File: src/rtl/core/bdq_pkg.sv
// ----------------------------------------------------------------------------
// bdq_pkg
// Shared types and constants for the bounded deque: request codes, result
// kinds, datapath operations and the controller/datapath interface structs.
// ----------------------------------------------------------------------------
package bdq_pkg;

   localparam int CAPACITY_DEF = 64;
   localparam int VALUE_W      = 32;
   localparam int CODE_W       = 3;

   typedef enum logic [CODE_W-1:0] {
      REQ_CREATE     = 3'd0,
      REQ_PUSH_BACK  = 3'd1,
      REQ_PUSH_FRONT = 3'd2,
      REQ_POP_BACK   = 3'd3,
      REQ_LIST_ALL   = 3'd4,
      REQ_REVERSE    = 3'd5
   } req_code_type;

   typedef enum logic [CODE_W-1:0] {
      KIND_DONE        = 3'd0,
      KIND_ELEM        = 3'd1,
      KIND_NOT_CREATED = 3'd2,
      KIND_FULL        = 3'd3,
      KIND_EMPTY       = 3'd4
   } kind_type;

   typedef enum logic [2:0] {
      OP_NONE,
      OP_CLEAR,
      OP_PUSH_HIGH,
      OP_PUSH_LOW,
      OP_POP,
      OP_REVERSE,
      OP_LIST_START,
      OP_LIST_READ
   } dp_op_type;

   typedef struct packed {
      dp_op_type op;
      logic      status_load;
      kind_type  status_kind;
   } ctrl_cmd_type;

   typedef struct packed {
      logic created;
      logic empty;
      logic full;
      logic reversed;
      logic list_more;
      logic rsp_free;
   } dp_status_type;

endpackage

File: src/rtl/core/bounded_deque_with_reverse.sv
// ----------------------------------------------------------------------------
// bounded_deque_with_reverse
// Bounded deque of signed 32-bit values in a ring RAM with push, pop,
// reverse (direction flag) and list-all requests.
// ----------------------------------------------------------------------------
// status: a status result is valid in the cycle after its request is accepted
// list: acceptance loads the read pointer, then each element is read through
//    the single registered RAM read port, 1 element per cycle while rsp_ready is high
// throughput: 1 request per cycle for non-list requests when rsp_ready is high
// reset: synchronous; list becomes not created, RAM contents are kept
// ----------------------------------------------------------------------------
module bounded_deque_with_reverse
   import bdq_pkg::*;
#(
   parameter int CAPACITY = CAPACITY_DEF
) (
   input  logic                      clock,
   input  logic                      reset,
   input  logic                      req_valid,
   output logic                      req_ready,
   input  logic [CODE_W-1:0]         req_type,
   input  logic signed [VALUE_W-1:0] req_item_value,
   output logic                      rsp_valid,
   input  logic                      rsp_ready,
   output logic signed [VALUE_W-1:0] rsp_out_value,
   output logic [CODE_W-1:0]         rsp_result_kind,
   output logic                      rsp_last_of_run
);

   ctrl_cmd_type  cmd;
   dp_status_type status;

   bdq_ctrl u_ctrl (
      .clock     (clock),
      .reset     (reset),
      .req_valid (req_valid),
      .req_ready (req_ready),
      .req_type  (req_type),
      .status    (status),
      .cmd       (cmd)
   );

   bdq_dp #(
      .CAPACITY (CAPACITY)
   ) u_dp (
      .clock           (clock),
      .reset           (reset),
      .cmd             (cmd),
      .item_value      (req_item_value),
      .status          (status),
      .rsp_ready       (rsp_ready),
      .rsp_valid       (rsp_valid),
      .rsp_out_value   (rsp_out_value),
      .rsp_result_kind (rsp_result_kind),
      .rsp_last_of_run (rsp_last_of_run)
   );

endmodule

File: src/rtl/core/bdq_ram.sv
// ----------------------------------------------------------------------------
// bdq_ram
// Generic single-write, single-read RAM with registered read data.
// ----------------------------------------------------------------------------
module bdq_ram #(
   parameter int WIDTH = 32,
   parameter int DEPTH = 64
) (
   input  logic                     clock,
   input  logic                     wr_en,
   input  logic [$clog2(DEPTH)-1:0] wr_addr,
   input  logic [WIDTH-1:0]         wr_data,
   input  logic                     rd_en,
   input  logic [$clog2(DEPTH)-1:0] rd_addr,
   output logic [WIDTH-1:0]         rd_data
);

   logic [WIDTH-1:0] mem_ff [DEPTH];
   logic [WIDTH-1:0] rd_data_ff;

   always_ff @(posedge clock) begin
      if (wr_en) begin
         mem_ff[wr_addr] <= wr_data;
      end
      if (rd_en) begin
         rd_data_ff <= mem_ff[rd_addr];
      end
   end

   assign rd_data = rd_data_ff;

endmodule

File: src/rtl/core/bdq_ctrl.sv
// ----------------------------------------------------------------------------
// bdq_ctrl
// Request decoder and sequencer: decides the status result and datapath
// operation for each request and steps the list read-out.
// ----------------------------------------------------------------------------
module bdq_ctrl
   import bdq_pkg::*;
(
   input  logic              clock,
   input  logic              reset,
   input  logic              req_valid,
   output logic              req_ready,
   input  logic [CODE_W-1:0] req_type,
   input  dp_status_type     status,
   output ctrl_cmd_type      cmd
);

   typedef enum logic [1:0] {
      ST_IDLE = 2'b01,
      ST_LIST = 2'b10
   } state_type;

   state_type    state_ff, state_in;
   logic         accept;
   req_code_type code;

   assign req_ready = (state_ff == ST_IDLE) && status.rsp_free;
   assign accept    = req_valid && req_ready;
   assign code      = req_code_type'(req_type);

   always_comb begin
      cmd.op          = OP_NONE;
      cmd.status_load = 1'b0;
      cmd.status_kind = KIND_DONE;
      state_in        = state_ff;
      case (state_ff)
         ST_IDLE: begin
            if (accept) begin
               cmd.status_load = 1'b1;
               if (code == REQ_CREATE) begin
                  cmd.op = OP_CLEAR;
               end else if ((code inside {[REQ_PUSH_BACK:REQ_REVERSE]}) &&
                            !status.created) begin
                  cmd.status_kind = KIND_NOT_CREATED;
               end else begin
                  case (code)
                     REQ_PUSH_BACK, REQ_PUSH_FRONT: begin
                        if (status.full) begin
                           cmd.status_kind = KIND_FULL;
                        end else if ((code == REQ_PUSH_BACK) != status.reversed) begin
                           cmd.op = OP_PUSH_HIGH;
                        end else begin
                           cmd.op = OP_PUSH_LOW;
                        end
                     end
                     REQ_POP_BACK: begin
                        if (status.empty) begin
                           cmd.status_kind = KIND_EMPTY;
                        end else begin
                           cmd.op = OP_POP;
                        end
                     end
                     REQ_LIST_ALL: begin
                        if (status.empty) begin
                           cmd.status_kind = KIND_EMPTY;
                        end else begin
                           cmd.op          = OP_LIST_START;
                           cmd.status_load = 1'b0;
                           state_in        = ST_LIST;
                        end
                     end
                     REQ_REVERSE: begin
                        cmd.op = OP_REVERSE;
                     end
                     default: begin
                        cmd.op = OP_NONE;
                     end
                  endcase
               end
            end
         end
         ST_LIST: begin
            if (!status.list_more) begin
               state_in = ST_IDLE;
            end else if (status.rsp_free) begin
               cmd.op = OP_LIST_READ;
            end
         end
         default: begin
            state_in = ST_IDLE;
         end
      endcase
   end

   always_ff @(posedge clock) begin
      if (reset) begin
         state_ff <= ST_IDLE;
      end else begin
         state_ff <= state_in;
      end
   end

   a_no_accept_in_list: assert property (@(posedge clock) disable iff (reset)
      (state_ff == ST_LIST) |-> !req_ready)
      else $error("request taken while listing");

   a_list_start_enters_list: assert property (@(posedge clock) disable iff (reset)
      (cmd.op == OP_LIST_START) |=> (state_ff == ST_LIST))
      else $error("list start did not enter list state");

   a_read_only_in_list: assert property (@(posedge clock) disable iff (reset)
      (cmd.op == OP_LIST_READ) |-> (state_ff == ST_LIST) && !cmd.status_load)
      else $error("list read outside list state");

endmodule

File: src/rtl/core/bdq_dp.sv
// ----------------------------------------------------------------------------
// bdq_dp
// Deque datapath: ring pointers, count, direction flag, entry RAM, list
// read-out pointer and the result output register.
// ----------------------------------------------------------------------------
module bdq_dp
   import bdq_pkg::*;
#(
   parameter int CAPACITY = CAPACITY_DEF
) (
   input  logic                      clock,
   input  logic                      reset,
   input  ctrl_cmd_type              cmd,
   input  logic signed [VALUE_W-1:0] item_value,
   output dp_status_type             status,
   input  logic                      rsp_ready,
   output logic                      rsp_valid,
   output logic signed [VALUE_W-1:0] rsp_out_value,
   output logic [CODE_W-1:0]         rsp_result_kind,
   output logic                      rsp_last_of_run
);

   localparam int IDX_W = $clog2(CAPACITY);
   localparam int CNT_W = $clog2(CAPACITY + 1);
   localparam int SUM_W = IDX_W + 1;
   localparam logic [IDX_W-1:0] IDX_LAST = IDX_W'(CAPACITY - 1);
   localparam logic [SUM_W-1:0] CAP_SUM  = SUM_W'(CAPACITY);
   localparam logic [CNT_W-1:0] CAP_CNT  = CNT_W'(CAPACITY);
   localparam logic [CNT_W-1:0] CNT_ONE  = CNT_W'(1);

   logic [IDX_W-1:0] front_ff, front_in;
   logic [CNT_W-1:0] count_ff, count_in;
   logic             reversed_ff, reversed_in;
   logic             created_ff, created_in;
   logic [IDX_W-1:0] ptr_ff, ptr_in;
   logic [CNT_W-1:0] remain_ff, remain_in;
   logic             valid_ff, valid_in;
   kind_type         kind_ff, kind_in;
   logic             last_ff, last_in;

   logic [SUM_W-1:0] tail_sum, back_sum;
   logic [IDX_W-1:0] tail_slot, back_slot, front_dec, front_inc, ptr_next;
   logic             wr_en, rd_en;
   logic [IDX_W-1:0] wr_addr;
   logic [VALUE_W-1:0] rd_data;

   // slot after the last entry and slot of the last entry
   assign tail_sum  = SUM_W'(front_ff) + SUM_W'(count_ff);
   assign tail_slot = (tail_sum >= CAP_SUM) ? IDX_W'(tail_sum - CAP_SUM)
                                            : tail_sum[IDX_W-1:0];
   assign back_sum  = tail_sum - SUM_W'(1);
   assign back_slot = (back_sum >= CAP_SUM) ? IDX_W'(back_sum - CAP_SUM)
                                            : back_sum[IDX_W-1:0];
   assign front_dec = (front_ff == '0) ? IDX_LAST : front_ff - IDX_W'(1);
   assign front_inc = (front_ff == IDX_LAST) ? '0 : front_ff + IDX_W'(1);

   always_comb begin
      if (reversed_ff) begin
         ptr_next = (ptr_ff == '0) ? IDX_LAST : ptr_ff - IDX_W'(1);
      end else begin
         ptr_next = (ptr_ff == IDX_LAST) ? '0 : ptr_ff + IDX_W'(1);
      end
   end

   always_comb begin
      front_in    = front_ff;
      count_in    = count_ff;
      reversed_in = reversed_ff;
      created_in  = created_ff;
      ptr_in      = ptr_ff;
      remain_in   = remain_ff;
      wr_en       = 1'b0;
      wr_addr     = tail_slot;
      rd_en       = 1'b0;
      case (cmd.op)
         OP_CLEAR: begin
            front_in    = '0;
            count_in    = '0;
            reversed_in = 1'b0;
            created_in  = 1'b1;
         end
         OP_PUSH_HIGH: begin
            wr_en    = 1'b1;
            wr_addr  = tail_slot;
            count_in = count_ff + CNT_ONE;
         end
         OP_PUSH_LOW: begin
            wr_en    = 1'b1;
            wr_addr  = front_dec;
            front_in = front_dec;
            count_in = count_ff + CNT_ONE;
         end
         OP_POP: begin
            if (reversed_ff) begin
               front_in = front_inc;
            end
            count_in = count_ff - CNT_ONE;
         end
         OP_REVERSE: begin
            reversed_in = !reversed_ff;
         end
         OP_LIST_START: begin
            ptr_in    = reversed_ff ? back_slot : front_ff;
            remain_in = count_ff;
         end
         OP_LIST_READ: begin
            rd_en     = 1'b1;
            ptr_in    = ptr_next;
            remain_in = remain_ff - CNT_ONE;
         end
         default: begin
            front_in = front_ff;
         end
      endcase
   end

   // result output register
   always_comb begin
      valid_in = valid_ff;
      kind_in  = kind_ff;
      last_in  = last_ff;
      if (cmd.status_load) begin
         valid_in = 1'b1;
         kind_in  = cmd.status_kind;
         last_in  = 1'b1;
      end else if (cmd.op == OP_LIST_READ) begin
         valid_in = 1'b1;
         kind_in  = KIND_ELEM;
         last_in  = (remain_ff == CNT_ONE);
      end else if (rsp_ready) begin
         valid_in = 1'b0;
      end
   end

   always_ff @(posedge clock) begin
      if (reset) begin
         front_ff    <= '0;
         count_ff    <= '0;
         reversed_ff <= 1'b0;
         created_ff  <= 1'b0;
         remain_ff   <= '0;
         valid_ff    <= 1'b0;
      end else begin
         front_ff    <= front_in;
         count_ff    <= count_in;
         reversed_ff <= reversed_in;
         created_ff  <= created_in;
         remain_ff   <= remain_in;
         valid_ff    <= valid_in;
      end
   end

   always_ff @(posedge clock) begin
      ptr_ff  <= ptr_in;
      kind_ff <= kind_in;
      last_ff <= last_in;
   end

   bdq_ram #(
      .WIDTH (VALUE_W),
      .DEPTH (CAPACITY)
   ) u_ram (
      .clock   (clock),
      .wr_en   (wr_en),
      .wr_addr (wr_addr),
      .wr_data (item_value),
      .rd_en   (rd_en),
      .rd_addr (ptr_ff),
      .rd_data (rd_data)
   );

   assign status.created   = created_ff;
   assign status.empty     = (count_ff == '0);
   assign status.full      = (count_ff >= CAP_CNT);
   assign status.reversed  = reversed_ff;
   assign status.list_more = (remain_ff != '0);
   assign status.rsp_free  = !valid_ff || rsp_ready;

   assign rsp_valid       = valid_ff;
   assign rsp_result_kind = kind_ff;
   assign rsp_last_of_run = last_ff;
   assign rsp_out_value   = (kind_ff == KIND_ELEM) ? rd_data : '0;

   a_count_bound: assert property (@(posedge clock) disable iff (reset)
      count_ff <= CAP_CNT)
      else $error("entry count above capacity");

   a_remain_bound: assert property (@(posedge clock) disable iff (reset)
      remain_ff <= count_ff)
      else $error("list remainder above entry count");

   a_read_when_free: assert property (@(posedge clock) disable iff (reset)
      (cmd.op == OP_LIST_READ) |-> (!valid_ff || rsp_ready))
      else $error("list read overwrote a pending transaction");

   a_status_is_last: assert property (@(posedge clock) disable iff (reset)
      (valid_ff && (kind_ff != KIND_ELEM)) |-> last_ff)
      else $error("status result not marked last");

endmodule
File: config.mk
export PLATFORM = sky130hd
export DESIGN_NAME = bounded_deque_with_reverse
export DESIGN_NICKNAME = d
export VERILOG_FILES = /design/src/rtl/core/bdq_pkg.sv /design/src/rtl/core/bounded_deque_with_reverse.sv /design/src/rtl/core/bdq_ram.sv /design/src/rtl/core/bdq_ctrl.sv /design/src/rtl/core/bdq_dp.sv
export SDC_FILE = /design/constraint.sdc
export NUM_CORES = 2
export LEC_CHECK = 0
export BUFFER_PORTS_ARGS = -buffer_cell sky130_fd_sc_hd__buf_2
export CORE_MARGIN = 2
export CORE_UTILIZATION = 63
export DETAILED_ROUTE_END_ITERATION = 16
export PLACE_DENSITY = 0.79
export SYNTH_ARGS = -nofsm -noshare
export SYNTH_HDL_FRONTEND = slang
export SYNTH_SLANG_ARGS = --single-unit
File: constraint.sdc
create_clock -name clock -period 5.4 [get_ports clock]
set_input_delay 1.08 -clock clock [delete_from_list [all_inputs] [get_ports clock]]
set_output_delay 1.08 -clock clock [all_outputs]
set_load 0.01 [all_outputs]
==> key figures <==
Run status
  – Outcome: completed

Timing
  – Skew final: 0.0272 ns
  – Fin crit share: 0.787
  – Min Clock Period, post-route: 4.25 ns
  – Fin Setup TNS: 0 ns
  – Final Hold Vio Count: 0
  – Max Fclk: 0.235 GHz
  – Worst Slack Setup Final: 1.15 ns
  – RSZ-0062 raised after global routing: no
  – Worst Tran Pin Value: 1.36 ns
  – Max-slew headroom at the worst pin: 0.0958
  – Max Slew Vio Count: 0
  – Setup-failing EPs final: 0

Floorplanning
  – Die Area: about 130,000 µm²
  – Die X: ~370 µm
  – Core area: 130,000 µm²
  – Die span in y: around 370 µm
  – Initial core utilization: 0.636
  – Ports: 77
  – # rows: between 100 and 150

Yosys
  – Syn_area_per_cell: approximately 23 µm²
  – Post-synth ARST share: 0
  – Seq/Total Area, Yosys: 0.766
  – Syn_nets: between 3,000 and 4,000
  – Mapped cell area: 82,600 µm²
  – Total number of yosys warnings: 0
  – #FFs+latches synth: 2,115
  – Top FF cell, synth: edfxtp_1
  – Syn Inst Count: around 3,600
  – Number of synthesized flops with an enable pin: around 2,100
  – Post-synthesis cell type count: 84

Cells and area
  – Commonest non-fill, non-tap cell in the layout: edfxtp_1
  – Commonest non-fill, non-tap cells in the layout: edfxtp_1, mux4_2, clkbuf_16
  – Share of layout cells above drive strength 1: 0.314
  – Non-filler cells, final: between 5,000 and 6,000
  – Area of the multi-input gates: between 15,000 and 20,000 µm²
  – # nets final: 3,893
  – Sequential Area: around 63,000 µm²
  – Area Growth Syn to Fin: 12.1%
  – Fillers: roughly 7,200
  – Inserted Diodes: 0

Placement
  – Dpl ws: 0.860 ns
  – Count of port buffers added during placement: 76
  – Routability cong.: between 0.9 and 1
  – Final HPWL DP: around 120,000 µm
  – Post-Place Cells: roughly 5,400

Worst setup path
  – Crit path DAT: ~4.7 ns
  – Worst setup path class: flop to flop
  – Crit end category: flop
  – CP Max Fanout: 32
  – Worst setup SP type: flop
  – CP required: roughly 6 ns

Global route
  – Total grt overflow: 0
  – Global-route wire length before repair: 309,000 µm
  – Initial antenna violation count: 14
  – Largest net degree at the start of global routing: 95
  – Vias in the first global route: between 40,000 and 50,000
  – Global Route Usage Sum: 0.331

Clock network
  – Worst-case clock buffer depth: 3
  – CTS Buf Count: 197
  – CTS tree: yes
  – Reg clk slew, reported paths: ~0.07 ns
  – Hold_buf cts: 0
  – Post-cts repair resize count: 0
  – Post-CTS setup buffer count: 0
  – Sink Count: ~2,100
  – Later-pin clock latency in the skew report: 0.84 ns
  – Root Buffer: clkbuf_16
  – H-tree levels: 4

Pwr
  – Cell Pwr Density: between 300 and 400 nW/µm²
  – Worst VDD drop: approximately 0.29 mV
  – Lkg Pwr: about 0.03 µW

Detailed routing
  – Number of remaining DRC errors: 0
  – Starting DRT DRC Count: about 7,100
  – Aggregate routed wire length: about 220,000 µm
  – Via count: 41,100
  – Avg WL per Cell: between 30 and 40 µm
  – Antenna Violating Nets Remaining: 0
  – Drt first pass iters: 6
  – Via density per instance: a little over 7

Hold path
  – Hold Path Class: primary input to flop

Flow run
  – Max-Cap Viols: 0
==> Yosys cell counts, drive strengths merged (9+ instances only) <==
cell type     n  share of area
inv          22         0.0011
o21ai        38         0.0024
mux4        633           0.17
nand3        15        0.00091
ha           22         0.0033
o211ai       10        0.00091
nor2b        12        0.00094
a21oi        54         0.0038
nand2        67         0.0030
xnor2        11         0.0012
dfxtp        26         0.0063
nor2         89         0.0041
a22oi        68         0.0062
mux2         10         0.0014
a211oi       11         0.0011
edfxtp     2089           0.76
a31oi         9        0.00068
buf          91         0.0059
nor3         33         0.0025
and2         40         0.0030
clkbuf       98         0.0045
==> routing by layer <==
layer  track usage  part of all wire  routed length [µm]  vias to the layer above
met5             0           0.00021                  45                        -
met4         0.124             0.041                8870                        8
met3        0.0744              0.12               25200                      390
met2         0.512              0.48              105000                     3092
met1         0.472              0.36               78600                    21700
li1              -                 -                   -                    15900
==> flip-flops by register name, indices dropped and copies added, names as in the netlist <==
name / cells
u_ctrl.state_ff: 2
u_dp.u_ram.rd_data: 32
u_dp.created_ff: 1
u_dp.remain_ff: 7
u_dp.rsp_result_kind: 3
u_dp.u_ram.mem_ff: 2048
u_dp.count_ff: 7
u_dp.rsp_valid: 1
u_dp.ptr_ff: 6
u_dp.reversed_ff: 1
u_dp.rsp_last_of_run: 1
u_dp.front_ff: 6
==> logic make-up (layout without fill, tap and decap cells) <==
family          after synthesis  count (layout)  synth area share
buf+inv                     211             612            0.0114
simple gates                304             304            0.0187
xor+xnor                     16              16           0.00170
mux                         651             651             0.175
compound gates              267             267            0.0236
fa+ha+maj                    24              24           0.00382
flops                      2115            2115             0.766
==> worst max-delay path: stages, from the launching register on <==
cell and delay [ns]:
dfxtp_1 0.64, ha_1 0.34, a21o_1 0.18, a211o_1 0.29, and2_1 0.27, o41ai_1 0.54, o211ai_1 0.48, nor2_4 1.05
==> worst paths after layout <==
path / startpoint / to / slack [ns] / depth (start not counted)
max: u_dp.front_ff[1] / u_dp.u_ram.mem_ff[54][16] / 1.15 / 7
max reg2reg: u_dp.front_ff[1] / u_dp.u_ram.mem_ff[54][16] / 1.15 / 7
min reg2reg: u_dp.remain_ff[1] / u_dp.remain_ff[1] / 0.50 / 2
min: req_item_value[31] / u_dp.u_ram.mem_ff[5][31] / 0.50 / 1
==> through the flow <==
stage	power, µW	util	instance area, µm²	hold slack (ns)
after detailed placement	18800	0.665	86300	0.466
after floorplan	18500	-	82600	0.445
final	32100	0.713	92600	0.495
after CTS	32200	0.713	92600	0.453
after global placement	18800	0.665	86300	0.464
after global routing	32800	0.713	92600	0.480
==> report_power, final <==
part / internal, µW / switching [µW]
Clock: 7560 / 6070
Combinational: 66.5 / 407
Sequential: 18000 / 4.76
Total: 25700 / 6480
==> area by class of cell <==
| cell class | instances | area share |
|---|---|---|
| sequential | 2115 | 0.683 |
| multi-input combinational | 1262 | 0.204 |
| clock buffer | 245 | 0.0565 |
| tap | 1742 | 0.0235 |
| timing repair buffer | 232 | 0.0206 |
| clock inverter | 113 | 0.0112 |
| inverter | 22 | 0.000946 |
No activity file was read; power rests on OpenSTA's default activity.
